==> src/rtl/vrp_pkg.sv <==
`default_nettype none

package vrp_pkg;

	localparam int ANGLE_W     = 6;
	localparam int TRIG_W      = 10;
	localparam int TRIG_SHIFT  = 8;
	localparam int TRIG_ONE    = 256;
	localparam int PERSP_NUM   = 25600;
	localparam int PERSP_BASE  = 110;
	localparam int QUOT_W      = 15;
	localparam int DIV_BPS     = 3;
	localparam int DEPTH_W     = 16;
	localparam int PIXEL_W     = 16;
	localparam int CFG_INDEX_W = 3;
	localparam int CFG_DATA_W  = 16;

	typedef enum logic [CFG_INDEX_W-1:0] {
		REG_ANGLE_X      = 3'd0,
		REG_ANGLE_Y      = 3'd1,
		REG_ANGLE_Z      = 3'd2,
		REG_CENTER_X     = 3'd3,
		REG_CENTER_Y     = 3'd4,
		REG_DEPTH_OFFSET = 3'd5
	} cfg_reg_t;

	// quarter-wave cosine, 16 steps per quadrant, scaled by 256
	function automatic logic [TRIG_W-2:0] qwave(input logic [4:0] step);
		logic [TRIG_W-2:0] v;
		case (step)
			5'd0:    v = 9'd256;
			5'd1:    v = 9'd254;
			5'd2:    v = 9'd251;
			5'd3:    v = 9'd244;
			5'd4:    v = 9'd236;
			5'd5:    v = 9'd225;
			5'd6:    v = 9'd212;
			5'd7:    v = 9'd197;
			5'd8:    v = 9'd181;
			5'd9:    v = 9'd162;
			5'd10:   v = 9'd142;
			5'd11:   v = 9'd120;
			5'd12:   v = 9'd97;
			5'd13:   v = 9'd74;
			5'd14:   v = 9'd49;
			5'd15:   v = 9'd25;
			default: v = 9'd0;
		endcase
		return v;
	endfunction

	function automatic logic signed [TRIG_W-1:0] trig_cos(input logic [ANGLE_W-1:0] angle);
		logic signed [TRIG_W-1:0] fwd;
		logic signed [TRIG_W-1:0] rev;
		logic signed [TRIG_W-1:0] v;
		fwd = $signed({1'b0, qwave({1'b0, angle[3:0]})});
		rev = $signed({1'b0, qwave(5'd16 - {1'b0, angle[3:0]})});
		case (angle[5:4])
			2'd0:    v = fwd;
			2'd1:    v = -rev;
			2'd2:    v = -fwd;
			default: v = rev;
		endcase
		return v;
	endfunction

	function automatic logic signed [TRIG_W-1:0] trig_sin(input logic [ANGLE_W-1:0] angle);
		logic signed [TRIG_W-1:0] fwd;
		logic signed [TRIG_W-1:0] rev;
		logic signed [TRIG_W-1:0] v;
		fwd = $signed({1'b0, qwave({1'b0, angle[3:0]})});
		rev = $signed({1'b0, qwave(5'd16 - {1'b0, angle[3:0]})});
		case (angle[5:4])
			2'd0:    v = rev;
			2'd1:    v = fwd;
			2'd2:    v = -rev;
			default: v = -fwd;
		endcase
		return v;
	endfunction

endpackage

`default_nettype wire

==> src/rtl/vrp_div.sv <==
`default_nettype none

module vrp_div import vrp_pkg::*; #(
	parameter int DEN_W = 18,
	parameter int PAY_W = 38
) (
	input  logic                    clk,
	input  logic                    arst_n,
	input  logic                    in_valid,
	output logic                    in_ready,
	input  logic signed [DEN_W-1:0] den,
	input  logic [PAY_W-1:0]        pay_in,
	output logic                    out_valid,
	input  logic                    out_ready,
	output logic [QUOT_W-1:0]       scale,
	output logic                    behind,
	output logic [PAY_W-1:0]        pay_out
);

	localparam int STAGES = QUOT_W / DIV_BPS;
	localparam int IDX_W  = $clog2(QUOT_W);
	localparam logic [QUOT_W-1:0] DIV_NUM = QUOT_W'(PERSP_NUM);
	localparam logic [QUOT_W-1:0] DIV_ZERO_Q = QUOT_W'(PERSP_NUM + 1);

	logic [STAGES-1:0] v_s;
	logic [STAGES-1:0] en_s;
	logic [STAGES-1:0] behind_s;
	logic [QUOT_W-1:0] d_s   [STAGES];
	logic [QUOT_W-1:0] rem_s [STAGES];
	logic [QUOT_W-1:0] q_s   [STAGES];
	logic [PAY_W-1:0]  pay_s [STAGES];

	logic              behind_in;
	logic              big_in;
	logic [QUOT_W-1:0] d_in;

	// restoring division, DIV_BPS quotient bits per call
	function automatic logic [2*QUOT_W-1:0] div_step(
		input logic [QUOT_W-1:0] rem,
		input logic [QUOT_W-1:0] qin,
		input logic [QUOT_W-1:0] d,
		input int                base
	);
		logic [QUOT_W:0]   rr;
		logic [QUOT_W-1:0] qq;
		logic [IDX_W-1:0]  idx;
		rr = {1'b0, rem};
		qq = qin;
		for (int j = 0; j < DIV_BPS; j++) begin
			idx = IDX_W'(QUOT_W - 1 - base - j);
			rr  = {rr[QUOT_W-1:0], DIV_NUM[idx]};
			if (rr >= {1'b0, d}) begin
				rr      = rr - {1'b0, d};
				qq[idx] = 1'b1;
			end
		end
		return {rr[QUOT_W-1:0], qq};
	endfunction

	// denominators above the numerator give zero; a divisor of NUM+1 does that
	assign behind_in = den[DEN_W-1] || (den == '0);
	assign big_in    = den > $signed(DEN_W'(PERSP_NUM));
	assign d_in      = (behind_in || big_in) ? DIV_ZERO_Q : den[QUOT_W-1:0];
	assign in_ready  = en_s[0];

	for (genvar k = 0; k < STAGES; k++) begin : g_stage
		logic                vi, bi, nxt;
		logic [QUOT_W-1:0]   ri, qi, di;
		logic [PAY_W-1:0]    pi;
		logic [2*QUOT_W-1:0] res;

		if (k == 0) begin : g_first
			assign vi = in_valid;
			assign ri = '0;
			assign qi = '0;
			assign di = d_in;
			assign bi = behind_in;
			assign pi = pay_in;
		end else begin : g_next
			assign vi = v_s[k-1];
			assign ri = rem_s[k-1];
			assign qi = q_s[k-1];
			assign di = d_s[k-1];
			assign bi = behind_s[k-1];
			assign pi = pay_s[k-1];
		end

		if (k == STAGES - 1) begin : g_last
			assign nxt = out_ready;
		end else begin : g_mid
			assign nxt = en_s[k+1];
		end

		assign en_s[k] = !v_s[k] || nxt;
		assign res     = div_step(ri, qi, di, k * DIV_BPS);

		always_ff @(posedge clk or negedge arst_n) begin
			if (!arst_n) begin
				v_s[k] <= 1'b0;
			end else if (en_s[k]) begin
				v_s[k] <= vi;
			end
		end

		always_ff @(posedge clk) begin
			if (en_s[k]) begin
				rem_s[k]    <= res[2*QUOT_W-1:QUOT_W];
				q_s[k]      <= res[QUOT_W-1:0];
				d_s[k]      <= di;
				behind_s[k] <= bi;
				pay_s[k]    <= pi;
			end
		end
	end

	assign out_valid = v_s[STAGES-1];
	assign scale     = q_s[STAGES-1];
	assign behind    = behind_s[STAGES-1];
	assign pay_out   = pay_s[STAGES-1];

endmodule

`default_nettype wire

==> config.mk <==
export PLATFORM = sky130hd
export DESIGN_NAME = vrp_div
export DESIGN_NICKNAME = d
export VERILOG_FILES = /design/src/rtl/vrp_pkg.sv /design/src/rtl/vrp_div.sv
export SDC_FILE = /design/constraint.sdc
export NUM_CORES = 1
export LEC_CHECK = 0
export BUFFER_PORTS_ARGS = -buffer_cell sky130_fd_sc_hd__buf_2
export CAP_MARGIN = 25
export CORE_MARGIN = 5
export CORE_UTILIZATION = 55
export CTS_CLUSTER_DIAMETER = 30
export DETAILED_ROUTE_END_ITERATION = 10
export PLACE_DENSITY = 0.79
export SYNTH_ARGS = -nofsm -noshare
export SYNTH_HDL_FRONTEND = slang
export SYNTH_SLANG_ARGS = --single-unit
==> constraint.sdc <==
create_clock -name clk -period 9.5 [get_ports clk]
set_input_delay 0.475 -clock clk [delete_from_list [all_inputs] [get_ports clk]]
set_output_delay 0.475 -clock clk [all_outputs]
set_load 0.03 [all_outputs]
; ---- Word-level counts from Yosys, hierarchy flattened
; Memory sizes are Yosys's and may differ from the RTL's.
; Index checks and enable logic that the tools add are counted.
; W data, S select, Z words.
[classes]
addsub = 15
magnitude_cmp = 16
n_mux = 41
n_reduce_logical = 13
[op_table]
columns = operator, n
row1 = $mux W15, 16
row2 = $ge A16 B15 Y1, 14
row3 = $sub A15 B15 Y15, 14
row4 = $mux W1, 25
row5 = $gt A18 B16 Y1 const B, 1
row6 = $logic_not A18 Y1, 1
row7 = $ge A1 B15 Y1 const A, 1
row8 = $sub A1 B15 Y15 const A, 1
row9 = $logic_or A1 B1 Y1, 7
row10 = $logic_not A1 Y1, 5
[word_totals]
reg_bits = 10
ramBits = 415
out_inout_bits = 56
wordCells = 99
mem_count = 4
[mem_list]
columns = name, depth, width, read_ports, rd_ports_with_merged_regs, wr, line_no
row1 = pay_s, 5, 38, 5, 0, 5, vrp_div.sv:31  ; logic [PAY_W-1:0] pay_s [STAGES];
row2 = d_s, 5, 15, 4, 0, 5, vrp_div.sv:28  ; logic [QUOT_W-1:0] d_s [STAGES];
row3 = q_s, 5, 15, 5, 0, 5, vrp_div.sv:30  ; logic [QUOT_W-1:0] q_s [STAGES];
row4 = rem_s, 5, 15, 4, 0, 5, vrp_div.sv:29  ; logic [QUOT_W-1:0] rem_s [STAGES];

; ---- Depth between registers and ports, before layout
[depth]
ltp_word = 10
ltp_mapped = 37

; ---- Least setup slack after synthesis
; No wires, ideal clock.
[synth_path]
kind = input-to-reg
startpoint = input den[8]
endpoint = memory rem_s[0][2], data pin
setup_time_ps = 262
arrival_ps = 7012
path_slack_ps = 2225
stages = 33
n_path_buf = 4
cell_sequence = or4_1 nor4_2 mux2_4 and2_4 clkbuf_1 nand2_1 ha_1 and3_1 buf_6 and2_1 ha_1 nor2b_1 o31a_1 o31a_1 nor3_2 a21oi_1 a31oi_1 nand2b_1 and2_4 buf_6 clkinv_2 buf_4 and2_1 ha_1 or2_2 a21oi_1 nand2b_1 o32ai_1 o21a_1 o21a_1 a211oi_4 inv_2 mux2_1
[synth_rtl]
columns = item, line_no
row1 = from (decl), vrp_div.sv:11  ; input logic signed [DEN_W-1:0] den,
row2 = to (decl), vrp_div.sv:29

==> impl_results.md <==
- Reported max-cap violation count: 0
- Actual transition at the worst max-transition pin: roughly 1.0 ns
- Core Footprint: ~39000 sq um
- Worst max-slew margin expressed relative to the limit: 31.8%
- Fraction of the yosys area taken by sequential cells: ~50%
- Number of warnings printed during yosys synthesis: 0
- Die span in y: approximately 210 microns
- HPWL Detailed: roughly 37 mm
- Min Clock Period, post-route: 8.70 ns
- Setup Crit Path Kind: register to register
- Number of placement rows: between 70 and 80
- Number of antenna violations at the first check in global routing: 1
- Area taken by flip-flops and latches: 10900 sq um
- Post-synth design cell area: 21800 sq um
- Critical R2R Launch: d_s[0][15]
- Global-route wire length before repair: 84.3 mm
- Routed WL per cell: about 20 microns
- R2R Path End: rem_s[0][44]
- Final-report max-slew violation count: 0
- Via density: roughly 6
- Cell area after layout: ~25000 sq um
- Count of placed standard cells in the final layout, fillers left out: ~2600
- Deepest clock path buffer count: 3
- Number of global-route vias before repair: roughly 16000
- Distinct cell type count after synthesis: 91
- Avg Inst Size Synth: 11.8 sq um
- Ys flop type: edfxtp_1
- Hold path start: pay_in[29]
- Ratio of final minimum period to clock period: between 90% and 100%
- TritonCTS clock tree: done
- Overall fraction of global-route tracks in use: about 24%
- Hold-critical path endpoint: pay_s[0][29]
- Die Outline Area: between 40000 and 50000 sq um
- Unrepaired setup endpoints after global routing: no
- Clock input transition at the sequential cells of the worst setup and hold paths: roughly 0.060 ns
- CTS buffer count: 69
- Worst-Skew Late Latency: around 0.58 ns
- Max Freq: around 0.11 GHz
- Worst R2R Path Depth: 31
- Cell count after synthesis: about 1900
- R2R Setup Slk: between 0.8 and 0.9 ns
- Most prevalent standard cell on the critical path: a21oi_1
- Starting utilization of the core area: between 50% and 60%
- Clk root buf: clkbuf_16
- Area after DPL: about 23000 sq um
- Status: completed
- I/O Pins: between 100 and 150
- Number of flops mapped to enable cells by yosys: between 300 and 400
- Die width: around 210 microns
- Via count: roughly 15000
- Weighted congestion at the end of routability-driven global placement: 0.924
- H-tree depth: 3
- Start point of the critical path: d_s[0][15]
- Maximum number of pins on one net before global-route repair: between 70 and 80
- Min-delay worst type: input port to register
- Initial detailed-routing violation count: between 1000 and 1500
- Number of register bits inferred by synthesis: around 370
- Number of gates resized after CTS: 0
- Synth-to-Final Area Change: 16.1%
- Kind of capture point of the worst setup path: register
- Fill cells: a little under 3000
- Final Setup Violations: 0
- Placed cell count: 2476
- Share of cells above drive strength 1: a little under a fifth
- Endpoint arrival time on the critical path: approximately 9 ns
- Congestion Overflow GR: 0
- Async S/R FF share, synth: about 1.4%
- Cell with the biggest individual delay on the critical path: edfxtp_1
- Routed wire length: roughly 53 mm
- Worst endpoint required time: just under 10 ns
- Detailed-route DRC error count: 0
- Skew final: slightly above 0.05 ns
- Count of antenna-violating nets left after detailed routing: 0
- Number of sinks handled by clock tree synthesis: approximately 370
- Count of final hold-check violations: 0
- I/O Buffers: between 100 and 150
- Footprint of the multi-input gates: ~10000 sq um
- Hold-fix buffers at CTS: 1
- Critical path launch point type: register
- Setup total negative slack: 0 ns
- CP max stage delay: ~0.59 ns
- Hold Path Depth: 1
- NumNets Final: between 2000 and 2500
- Postcts setup bufs: 0
- TritonRoute pass-1 iters: 7
- Maximum fanout encountered on the critical timing path: 21
Yosys cell counts (5+ instances only):
master | count | area [sq um]
o31ai_1 | 6 | 45.0
ha_1 | 200 | 2500
o21ai_0 | 72 | 360
nand3_1 | 30 | 150
nand4_1 | 20 | 125
mux2_1 | 11 | 124
inv_1 | 122 | 458
a21oi_1 | 146 | 731
a21boi_0 | 8 | 60.1
xnor2_1 | 90 | 788
mux2i_1 | 9 | 90.1
a21o_1 | 40 | 300
o211ai_1 | 6 | 45.0
mux2_2 | 92 | 1040
a31o_2 | 6 | 52.6
mux2_4 | 11 | 165
buf_2 | 6 | 30.0
a211oi_1 | 6 | 45.0
nand2_1 | 82 | 308
inv_2 | 5 | 18.8
nand2b_1 | 38 | 238
nor3_1 | 44 | 220
buf_6 | 7 | 78.8
clkbuf_1 | 7 | 26.3
o21bai_1 | 22 | 165
and2_1 | 14 | 87.6
o31a_1 | 7 | 61.3
and3_1 | 8 | 50.1
or3_1 | 13 | 81.3
or2_2 | 15 | 93.8
xor2_1 | 54 | 473
nor2_1 | 127 | 477
o21a_1 | 28 | 210
o21ai_1 | 8 | 40.0
nor4_1 | 7 | 43.8
dfrtp_1 | 5 | 125
nor2b_1 | 24 | 150
a31oi_1 | 12 | 75.1
fa_1 | 6 | 120
edfxtp_1 | 360 | 10800
area by class of cell:
| type | count | share of cell area, % |
|---|---|---|
| clock inverters | 48 | 2.17 |
| repair buffers | 123 | 2.60 |
| inverters | 128 | 1.90 |
| clock buffers | 77 | 7.02 |
| well taps | 525 | 2.59 |
| diodes | 1 | 0.00988 |
| flip-flops and latches | 365 | 43.2 |
| multi-input cells | 1336 | 40.5 |
worst max-delay path by stage:
| stage | to | slack, ns | cells past startpoint |
|---|---|---|---|
| floorplan | rem_s[0][2] | 2.23 | 33 |
| global placement | rem_s[0][44] | 1.06 | 31 |
| detailed placement | rem_s[0][44] | 0.89 | 31 |
| CTS | rem_s[0][44] | 0.82 | 31 |
| global route | rem_s[0][44] | 0.17 | 31 |
| finish | rem_s[0][44] | 0.80 | 31 |
per-layer routing:
layer	GRT usage, %	vias to the layer above	wire [microns]
li1	-	7233	-
met1	27.7	7454	20100
met2	43.9	622	28100
met3	4.13	158	2840
met4	10.3	0	2340
met5	0	-	0
placed cells by master (no fill, tap or decap), types with 28 or more instances in the layout:
cell type / instances
edfxtp_1: 360
ha_1: 200
a21oi_1: 146
nor2_1: 127
inv_1: 121
buf_2: 115
mux2_2: 92
xnor2_1: 90
nand2_1: 80
o21ai_0: 72
clkbuf_16: 70
xor2_1: 54
nor3_1: 44
a21o_1: 40
nand2b_1: 38
nand3_1: 29
o21a_1: 28
state kept, by name (all words and copies together) (netlist names):
| name | count |
|---|---|
| rem_s | 60 |
| out_valid | 1 |
| pay_s | 190 |
| g_stage.vi | 4 |
| g_stage.bi | 4 |
| behind | 1 |
| q_s | 45 |
| d_s | 60 |
worst max-delay path: cells and delay by family, from the launching register on:
family	cells	cell delay (ns)
AO/OA/AOI/OAI	18	4.30
adder cells (fa/ha/maj)	3	1.16
AND/OR/NAND/NOR	5	0.88
multiplexers	2	0.73
buffers and inverters	3	0.72
flip-flops	1	0.59
cells by family after synthesis:
family / Yosys count / synth area share [%]
AOI/OAI and AO/OA: 418 / 12.6
xor gates and xnor gates: 144 / 5.78
adders and majority gates: 206 / 12.0
buffers and inverters: 154 / 3.00
DFF: 365 / 50.1
muxes: 124 / 6.55
other: 1 / 0.0172
and+or+nand+nor: 438 / 9.90
stage by stage:
stage / worst slack, ns / hold slack (ns) / utilization, %
floorplan: 2.23 / 0.179 / -
global placement: 1.06 / 0.292 / 58.2
detailed placement: 0.886 / 0.302 / 58.3
CTS: 0.821 / 0.0445 / 64.2
global route: 0.169 / 0.0330 / 64.2
finish: 0.803 / 0.0635 / 64.2
Power is not shown: default switching activity piles up to over one toggle a cycle in this logic, so the estimate is an artifact.
