===== src/rtl/vrp_pkg.sv =====
`default_nettype none

package vrp_pkg;

	localparam int ANGLE_W     = 6;
	localparam int TRIG_W      = 10;
	localparam int TRIG_SHIFT  = 8;
	localparam int TRIG_ONE    = 256;
	localparam int PERSP_NUM   = 25600;
	localparam int PERSP_BASE  = 110;
	localparam int QUOT_W      = 15;
	localparam int DIV_BPS     = 3;
	localparam int DEPTH_W     = 16;
	localparam int PIXEL_W     = 16;
	localparam int CFG_INDEX_W = 3;
	localparam int CFG_DATA_W  = 16;

	typedef enum logic [CFG_INDEX_W-1:0] {
		REG_ANGLE_X      = 3'd0,
		REG_ANGLE_Y      = 3'd1,
		REG_ANGLE_Z      = 3'd2,
		REG_CENTER_X     = 3'd3,
		REG_CENTER_Y     = 3'd4,
		REG_DEPTH_OFFSET = 3'd5
	} cfg_reg_t;

	// quarter-wave cosine, 16 steps per quadrant, scaled by 256
	function automatic logic [TRIG_W-2:0] qwave(input logic [4:0] step);
		logic [TRIG_W-2:0] v;
		case (step)
			5'd0:    v = 9'd256;
			5'd1:    v = 9'd254;
			5'd2:    v = 9'd251;
			5'd3:    v = 9'd244;
			5'd4:    v = 9'd236;
			5'd5:    v = 9'd225;
			5'd6:    v = 9'd212;
			5'd7:    v = 9'd197;
			5'd8:    v = 9'd181;
			5'd9:    v = 9'd162;
			5'd10:   v = 9'd142;
			5'd11:   v = 9'd120;
			5'd12:   v = 9'd97;
			5'd13:   v = 9'd74;
			5'd14:   v = 9'd49;
			5'd15:   v = 9'd25;
			default: v = 9'd0;
		endcase
		return v;
	endfunction

	function automatic logic signed [TRIG_W-1:0] trig_cos(input logic [ANGLE_W-1:0] angle);
		logic signed [TRIG_W-1:0] fwd;
		logic signed [TRIG_W-1:0] rev;
		logic signed [TRIG_W-1:0] v;
		fwd = $signed({1'b0, qwave({1'b0, angle[3:0]})});
		rev = $signed({1'b0, qwave(5'd16 - {1'b0, angle[3:0]})});
		case (angle[5:4])
			2'd0:    v = fwd;
			2'd1:    v = -rev;
			2'd2:    v = -fwd;
			default: v = rev;
		endcase
		return v;
	endfunction

	function automatic logic signed [TRIG_W-1:0] trig_sin(input logic [ANGLE_W-1:0] angle);
		logic signed [TRIG_W-1:0] fwd;
		logic signed [TRIG_W-1:0] rev;
		logic signed [TRIG_W-1:0] v;
		fwd = $signed({1'b0, qwave({1'b0, angle[3:0]})});
		rev = $signed({1'b0, qwave(5'd16 - {1'b0, angle[3:0]})});
		case (angle[5:4])
			2'd0:    v = rev;
			2'd1:    v = fwd;
			2'd2:    v = -rev;
			default: v = -fwd;
		endcase
		return v;
	endfunction

endpackage

`default_nettype wire


===== src/rtl/vrp_rotate.sv =====
`default_nettype none

module vrp_rotate import vrp_pkg::*; #(
	parameter int IN_W = 16
) (
	input  logic                     clk,
	input  logic                     arst_n,
	input  logic                     in_valid,
	output logic                     in_ready,
	input  logic signed [IN_W-1:0]   p,
	input  logic signed [IN_W-1:0]   q,
	input  logic signed [IN_W-1:0]   r,
	input  logic signed [TRIG_W-1:0] cos_v,
	input  logic signed [TRIG_W-1:0] sin_v,
	output logic                     out_valid,
	input  logic                     out_ready,
	output logic signed [IN_W:0]     a,
	output logic signed [IN_W:0]     b,
	output logic signed [IN_W-1:0]   r_out
);

	localparam int PROD_W = IN_W + TRIG_W;
	localparam int SUM_W  = PROD_W + 1;

	logic v_s1, v_s2, en_s1, en_s2;
	logic signed [PROD_W-1:0] cp_s1, sq_s1, cq_s1, sp_s1;
	logic signed [IN_W-1:0]   r_s1, r_s2;
	logic signed [SUM_W-1:0]  sum_a, sum_b;
	logic signed [IN_W:0]     a_s2, b_s2;

	// divide by 256, rounding toward zero
	function automatic logic signed [IN_W:0] trunc_div(input logic signed [SUM_W-1:0] v);
		logic signed [SUM_W-1:0] adj;
		adj = v + (v[SUM_W-1] ? SUM_W'(TRIG_ONE - 1) : SUM_W'(0));
		return adj[IN_W+TRIG_SHIFT:TRIG_SHIFT];
	endfunction

	assign en_s2    = !v_s2 || out_ready;
	assign en_s1    = !v_s1 || en_s2;
	assign in_ready = en_s1;

	assign sum_a = SUM_W'(cp_s1) - SUM_W'(sq_s1);
	assign sum_b = SUM_W'(cq_s1) + SUM_W'(sp_s1);

	always_ff @(posedge clk or negedge arst_n) begin
		if (!arst_n) begin
			v_s1 <= 1'b0;
			v_s2 <= 1'b0;
		end else begin
			if (en_s1) v_s1 <= in_valid;
			if (en_s2) v_s2 <= v_s1;
		end
	end

	always_ff @(posedge clk) begin
		if (en_s1) begin
			cp_s1 <= cos_v * p;
			sq_s1 <= sin_v * q;
			cq_s1 <= cos_v * q;
			sp_s1 <= sin_v * p;
			r_s1  <= r;
		end
		if (en_s2) begin
			a_s2 <= trunc_div(sum_a);
			b_s2 <= trunc_div(sum_b);
			r_s2 <= r_s1;
		end
	end

	assign out_valid = v_s2;
	assign a         = a_s2;
	assign b         = b_s2;
	assign r_out     = r_s2;

endmodule

`default_nettype wire


===== config.mk =====
export PLATFORM = sky130hd
export DESIGN_NAME = vrp_rotate
export DESIGN_NICKNAME = d
export VERILOG_FILES = /design/src/rtl/vrp_pkg.sv /design/src/rtl/vrp_rotate.sv
export SDC_FILE = /design/constraint.sdc
export NUM_CORES = 2
export LEC_CHECK = 0
export BUFFER_PORTS_ARGS = -buffer_cell sky130_fd_sc_hd__buf_2
export CAP_MARGIN = 25
export CORE_AREA = 2 2 226 228
export CTS_BUF_LIST = sky130_fd_sc_hd__clkbuf_4
export CTS_CLUSTER_DIAMETER = 30
export DETAILED_ROUTE_END_ITERATION = 8
export DIE_AREA = 0 0 228 230
export PLACE_DENSITY_LB_ADDON = 0.3
export REMOVE_ABC_BUFFERS = 1
export SLEW_MARGIN = 20
export SYNTH_ARGS = -nofsm -noshare
export SYNTH_HDL_FRONTEND = slang
export SYNTH_SLANG_ARGS = --single-unit

===== constraint.sdc =====
create_clock -name clk -period 11.4 [get_ports clk]
set_input_delay 2.28 -clock clk [delete_from_list [all_inputs] [get_ports clk]]
set_output_delay 2.28 -clock clk [all_outputs]
set_load 0.01 [all_outputs]

### After elaboration in Yosys (flattened, before gate mapping)

Index checks and enable logic that the tools add are counted.

| word-level totals | value |
|---|---|
| register bits after elaboration | 172 |
| bits in latches | 0 |
| memory bits (writable) | 0 |
| memory bits (read-only) | 0 |
| bits of input ports | 72 |
| output and inout port bits | 52 |
| memories | 0 |

| operators by class | value |
|---|---|
| $add $sub $neg | 4 |
| $mul | 4 |
| div/mod/pow operators | 0 |
| $lt $le $gt $ge | 0 |
| equal/unequal tests | 0 |
| shifts and indexed selects | 0 |
| multiplexer cells | 2 |
| bitwise gates (word level) | 0 |
| reduce and logical (&&, ||, !) cells | 4 |

Operator list:

| cell | number |
|---|---|
| $mul A10 B16 Y26 | 4 |
| $add A25 B9 Y25 | 2 |
| $add A26 B26 Y27 | 1 |
| $sub A26 B26 Y27 | 1 |
| $mux W8 | 2 |
| $logic_not A1 Y1 | 2 |
| $logic_or A1 B1 Y1 | 2 |

### Depth between registers and ports, before layout

| logic depth | value |
|---|---|
| depth in word-level cells | 3 |
| gate-level depth with buffers | 23 |
| depth with buffers taken out | 22 |

### Least setup slack after synthesis

OpenSTA, ideal clock, no wires.

| path | value |
|---|---|
| path type | input-to-reg |
| start | in sin_v[1] |
| end | reg sq_s1[24], data pin |
| library setup time | 195 ps |
| data arrival time | 7370 ps |
| data required time | 11205 ps |
| setup slack | 3835 ps |
| cell stages on the path | 20 |
| buffers on the path | 1 |
| cell sequence | clkbuf_1 -> nand2_1 -> fa_1 -> fa_1 -> inv_1 -> fa_1 -> fa_1 -> inv_1 -> fa_1 -> inv_1 -> ha_1 -> a21o_1 -> a21oi_1 -> o21a_1 -> a31oi_1 -> a41o_1 -> o41a_1 -> a311oi_1 -> nor2_1 -> o311ai_0 |

| on the way | value |
|---|---|
| cells in the longest elaborated chain, start to end | 1 |

RTL lines:

| element | RTL line | text |
|---|---|---|
| start: declaration | vrp_rotate.sv:14 | `input logic signed [TRIG_W-1:0] sin_v,` |
| $mul A10 B16 Y26 | vrp_rotate.sv:58 | `sq_s1 <= sin_v * q;` |
| end signal: assignment | vrp_rotate.sv:58 |  |
| end: declaration | vrp_rotate.sv:26 | `logic signed [PROD_W-1:0] cp_s1, sq_s1, cq_s1, sp_s1;` |

Every way passes these cells.
A chain may end at the register's enable or synchronous reset.

### Worst setup path after layout

| path | value |
|---|---|
| start | in sin_v[9] |
| end | reg sq_s1[24], data pin |

Same word-level chain as after synthesis.

==> flow_summary.html <==
<table>
<tr><th>Metric</th><th>Value</th></tr>
<tr><th colspan="2">Status</th></tr>
<tr><td>Status</td><td>completed</td></tr>
<tr><th colspan="2">Setup path</th></tr>
<tr><td>Worst-path maximum fanout</td><td>26</td></tr>
<tr><td>Critical Path Sink Type</td><td>flop</td></tr>
<tr><td>Setup crit start kind</td><td>input port</td></tr>
<tr><td>Critical path data arrival time</td><td>8.88 ns</td></tr>
<tr><td>Required time of the worst setup path</td><td>11.89 ns</td></tr>
<tr><td>Count of cells along the worst register-to-register path</td><td>19</td></tr>
<tr><td>Critical path start-end classification</td><td>input port to flop</td></tr>
<tr><th colspan="2">Run</th></tr>
<tr><td>Count of max-cap constraint violations</td><td>0</td></tr>
<tr><th colspan="2">Clock tree</th></tr>
<tr><td>Number of buffers inserted for hold repair after clock tree synthesis</td><td>0</td></tr>
<tr><td>Count of cells resized by post-cts repair</td><td>0</td></tr>
<tr><td>Postcts setup bufs</td><td>0</td></tr>
<tr><td>Number of buffers inserted during clock tree synthesis</td><td>17</td></tr>
<tr><td>Clock tree from TritonCTS</td><td>done</td></tr>
<tr><td>Cell at the root of the clock tree</td><td>sky130_fd_sc_hd__clkbuf_4</td></tr>
<tr><td>Maximum clock insertion buffer count</td><td>2</td></tr>
<tr><td>Clock-pin slew reported for the worst setup and hold paths after clock tree synthesis</td><td>approximately 0.15 ns</td></tr>
<tr><td># H-tree levels</td><td>4</td></tr>
<tr><td>Insertion delay to the later sink of the worst-skew pair</td><td>a little over 0.7 ns</td></tr>
<tr><td>Clock net sink count</td><td>between 150 and 200</td></tr>
<tr><th colspan="2">Route</th></tr>
<tr><td>Antenna-violating nets left</td><td>0</td></tr>
<tr><td>Total vias in the final route</td><td>about 23000</td></tr>
<tr><td>Routed wire per std cell</td><td>roughly 17 µm</td></tr>
<tr><td>DRC viols</td><td>0</td></tr>
<tr><td>Length of the first detailed-routing pass in iterations</td><td>7</td></tr>
<tr><td>Final wirelength</td><td>~69000 µm</td></tr>
<tr><td>Via count normalized by instance count</td><td>5.65</td></tr>
<tr><td>DR iter-0 viols</td><td>~1600</td></tr>
<tr><th colspan="2">Logic synthesis</th></tr>
<tr><td>Count of unique library cells instantiated by Yosys</td><td>79</td></tr>
<tr><td>Proportion of netlist area held by the largest area contributor</td><td>0.348</td></tr>
<tr><td>Sequential area share after synthesis</td><td>0.160</td></tr>
<tr><td>Seq cells post-synth</td><td>172</td></tr>
<tr><td>Primary FF master, synth</td><td>sky130_fd_sc_hd__edfxtp_1</td></tr>
<tr><td>Top area cells in the synthesized netlist</td><td>sky130_fd_sc_hd__fa_1, sky130_fd_sc_hd__edfxtp_1, sky130_fd_sc_hd__ha_1</td></tr>
<tr><td>Synthesized area divided by synthesized cell count</td><td>about 9.4 µm²</td></tr>
<tr><td>Fraction of registers with async set/reset</td><td>0.0116</td></tr>
<tr><td>Synthesis warning total</td><td>0</td></tr>
<tr><td>Gate count of the mapped netlist</td><td>3434</td></tr>
<tr><td>Post-synth top area cell</td><td>sky130_fd_sc_hd__fa_1</td></tr>
<tr><td>Post-Synthesis Cell Area</td><td>between 30000 and 40000 µm²</td></tr>
<tr><td>Number of synthesized flops with an enable pin</td><td>170</td></tr>
<tr><th colspan="2">Floorplanning</th></tr>
<tr><td>Horiz. Die Dim</td><td>228 µm</td></tr>
<tr><td>Core Rows</td><td>82</td></tr>
<tr><td>Die Span Y</td><td>230 µm</td></tr>
<tr><td>Initial Util</td><td>0.644</td></tr>
<tr><td>Total Die Area</td><td>52400 µm²</td></tr>
<tr><td>Area of the core</td><td>49900 µm²</td></tr>
<tr><td># IOs</td><td>124</td></tr>
<tr><th colspan="2">Cells and area</th></tr>
<tr><td>Ratio of cells with drive above 1 in the final layout</td><td>0.0525</td></tr>
<tr><td>Fin cells</td><td>4143</td></tr>
<tr><td>Area growth syn-to-layout</td><td>3.99%</td></tr>
<tr><td>End-of-flow core utilization</td><td>0.670</td></tr>
<tr><td>Net count, final</td><td>4393</td></tr>
<tr><th colspan="2">Place</th></tr>
<tr><td>Routability-driven placement congestion ratio</td><td>0.840</td></tr>
<tr><td>I/O Buffers</td><td>123</td></tr>
<tr><td>Total half-perimeter wirelength after legalization and detailed placement</td><td>53200 µm</td></tr>
<tr><td>Worst slack after detailed placement</td><td>around 2.3 ns</td></tr>
<tr><td>Number of placed instances with taps included</td><td>slightly above 4000</td></tr>
<tr><th colspan="2">STA</th></tr>
<tr><td>Relative max-transition margin</td><td>0.335</td></tr>
<tr><td>FMAX</td><td>119 MHz</td></tr>
<tr><td>Worst setup slack after layout</td><td>between 3 and 4 ns</td></tr>
<tr><td>Final Max Slew Viols</td><td>0</td></tr>
<tr><td>Aggregate negative setup slack</td><td>0 ns</td></tr>
<tr><td>Transition at the pin with the smallest max-transition slack</td><td>0.992 ns</td></tr>
<tr><td>Period Utilization, post-route</td><td>0.736</td></tr>
<tr><td>Final hold violations</td><td>0</td></tr>
<tr><td>Skew final</td><td>0.0277 ns</td></tr>
<tr><td>Final critical-path required period</td><td>8.39 ns</td></tr>
<tr><td>Setup-violating endpoint count in the final report</td><td>0</td></tr>
<tr><td>Setup repair after global routing missed its margin</td><td>no</td></tr>
<tr><th colspan="2">GRT</th></tr>
<tr><td>First-pass GRT wire length</td><td>119000 µm</td></tr>
<tr><td>Leftover overflow at the end of global routing</td><td>0</td></tr>
<tr><td>Number of antenna violations at the first check in global routing</td><td>2</td></tr>
<tr><td>Via count of the first global-routing pass</td><td>25000</td></tr>
<tr><td>GRT Resource Usage Total</td><td>0.279</td></tr>
<tr><td>Maximum number of pins on one net before global-route repair</td><td>64</td></tr>
<tr><th colspan="2">Min path</th></tr>
<tr><td>WHS Path Cells</td><td>0</td></tr>
<tr><td>Worst hold-check path type</td><td>flop to flop</td></tr>
</table>
-- synth_stat cells, drive strengths merged, types with 7 or more instances --
cell     number
edfxtp      170
nand3        27
ha          310
clkbuf      123
o21bai       15
a211o         9
a21o         35
nand2       414
nor4          7
xnor2       135
o21a         14
fa          558
nand2b       38
xor2         39
and3         18
a211oi       15
o211ai        8
nor2        130
a21oi        87
a2111oi       8
and2        233
nor2b        19
nor3         39
a31oi        15
o21ai        61
or3          15
o31ai         9
nand4        13
inv         789
-- kinds of logic (layout without fill, tap and decap cells) --
group | Yosys count | in the layout | synth area share
and+or+nand+nor | 980 | 980 | 0.149
xor gates and xnor gates | 174 | 174 | 0.0474
AOI/OAI and AO/OA | 320 | 320 | 0.0664
adders and majority gates | 868 | 868 | 0.468
muxes | 2 | 2 | 0.000623
other | 0 | 5 | 0
buffers and inverters | 918 | 950 | 0.107
DFF | 172 | 172 | 0.160
-- cells in the final DEF (no fill, tap or decap), types with 5 or more instances in the layout --
| cell type | Yosys | final |
|---|---|---|
| sky130_fd_sc_hd__nor2_1 | 130 | 130 |
| sky130_fd_sc_hd__and4_1 | 5 | 5 |
| sky130_fd_sc_hd__a211o_1 | 9 | 9 |
| sky130_fd_sc_hd__nor4_1 | 5 | 5 |
| sky130_fd_sc_hd__a21oi_1 | 86 | 86 |
| sky130_fd_sc_hd__and3_1 | 18 | 18 |
| sky130_fd_sc_hd__xor2_1 | 39 | 39 |
| sky130_fd_sc_hd__nor2b_1 | 19 | 19 |
| sky130_fd_sc_hd__o211ai_1 | 6 | 6 |
| sky130_fd_sc_hd__o31ai_1 | 9 | 9 |
| sky130_fd_sc_hd__nand2b_1 | 37 | 36 |
| sky130_fd_sc_hd__a311oi_1 | 5 | 5 |
| sky130_fd_sc_hd__fa_1 | 558 | 558 |
| sky130_fd_sc_hd__a31oi_1 | 15 | 15 |
| sky130_fd_sc_hd__nand4_1 | 12 | 12 |
| sky130_fd_sc_hd__clkbuf_4 | 0 | 19 |
| sky130_fd_sc_hd__and2_1 | 233 | 233 |
| sky130_fd_sc_hd__a41oi_1 | 5 | 5 |
| sky130_fd_sc_hd__a21o_1 | 33 | 33 |
| sky130_fd_sc_hd__or3_1 | 15 | 15 |
| sky130_fd_sc_hd__inv_1 | 789 | 789 |
| sky130_fd_sc_hd__nand3b_1 | 5 | 5 |
| sky130_fd_sc_hd__buf_2 | 1 | 123 |
| sky130_fd_sc_hd__ha_1 | 310 | 310 |
| sky130_fd_sc_hd__diode_2 | 0 | 5 |
| sky130_fd_sc_hd__xnor2_1 | 135 | 135 |
| sky130_fd_sc_hd__o21bai_1 | 15 | 15 |
| sky130_fd_sc_hd__nand2_1 | 414 | 414 |
| sky130_fd_sc_hd__o21a_1 | 14 | 14 |
| sky130_fd_sc_hd__a2111oi_0 | 8 | 8 |
| sky130_fd_sc_hd__nand3_1 | 27 | 27 |
| sky130_fd_sc_hd__o21ai_0 | 60 | 60 |
| sky130_fd_sc_hd__a211oi_1 | 14 | 14 |
| sky130_fd_sc_hd__edfxtp_1 | 170 | 170 |
| sky130_fd_sc_hd__or2_2 | 5 | 5 |
| sky130_fd_sc_hd__nor3_1 | 38 | 38 |
-- layer usage --
metal | track usage | up-vias | share of wire
li1 | - | 10600 | -
met3 | 0.0511 | 145 | 0.085
met5 | 0 | - | 0
met4 | 0.107 | 0 | 0.037
met2 | 0.451 | 950 | 0.47
met1 | 0.379 | 11700 | 0.41
-- registers in the layout, indices dropped and copies added (netlist names) --
| register | cells |
|---|---|
| sq_s1 | 26 |
| cp_s1 | 26 |
| out_valid | 1 |
| v_s1 | 1 |
| r_out | 16 |
| a | 17 |
| r_s1 | 16 |
| cq_s1 | 26 |
| sp_s1 | 26 |
| b | 17 |
-- through the flow --
stage | cell area (µm²) | hold slack, ns
after floorplan | 31600 | 0.400
final | 33400 | 0.437
after CTS | 33400 | 0.442
after detailed placement | 33100 | 0.406
after global placement | 33100 | 0.400
after global routing | 33400 | 0.446
-- path summary, 6_finish.rpt --
path                                         start               endpoint  slack, ns
min in group asynchronous                   arst_n       v_s1$_DFFE_PN0P_       1.33
max in group asynchronous                   arst_n  out_valid$_DFFE_PN0P_       9.98
worst min-delay path             r_s1[6]$_DFFE_PP_     r_out[6]$_DFFE_PP_       0.44
worst min register to register   r_s1[6]$_DFFE_PP_     r_out[6]$_DFFE_PP_       0.44
worst max register to register  cq_s1[0]$_DFFE_PP_         b[7]$_DFFE_PP_       5.06
worst max-delay path                      sin_v[9]    sq_s1[24]$_DFFE_PP_       3.01
-- worst max-delay path, cell delays in order --
cell and delay (ns):
sky130_fd_sc_hd__buf_2 0.31, sky130_fd_sc_hd__clkinv_1 0.88, sky130_fd_sc_hd__nor2_1 0.37, sky130_fd_sc_hd__fa_1 0.47, sky130_fd_sc_hd__fa_1 0.51, sky130_fd_sc_hd__fa_1 0.43
sky130_fd_sc_hd__fa_1 0.49, sky130_fd_sc_hd__inv_1 0.05, sky130_fd_sc_hd__fa_1 0.47, sky130_fd_sc_hd__inv_1 0.04, sky130_fd_sc_hd__ha_1 0.34, sky130_fd_sc_hd__a21o_1 0.21
sky130_fd_sc_hd__a21oi_1 0.22, sky130_fd_sc_hd__o21a_1 0.15, sky130_fd_sc_hd__a31oi_1 0.07, sky130_fd_sc_hd__a41o_1 0.32, sky130_fd_sc_hd__o41a_1 0.38, sky130_fd_sc_hd__a311oi_1 0.36
sky130_fd_sc_hd__nor2_1 0.13, sky130_fd_sc_hd__o311ai_0 0.39
-- layout make-up --
class                           count  area (µm²)
Multi-Input combinational cell   2344       23500
Fill cell                        3932       16500
Sequential cell                   172        5150
Inverter                          791        2970
Tap cell                          672         841
Timing Repair Buffer              127         646
Clock buffer                       19         143
Clock inverter                     13         116
Antenna cell                        5        12.5
Power is not shown: default switching activity piles up to over one toggle a cycle in this logic, so the estimate is an artifact.
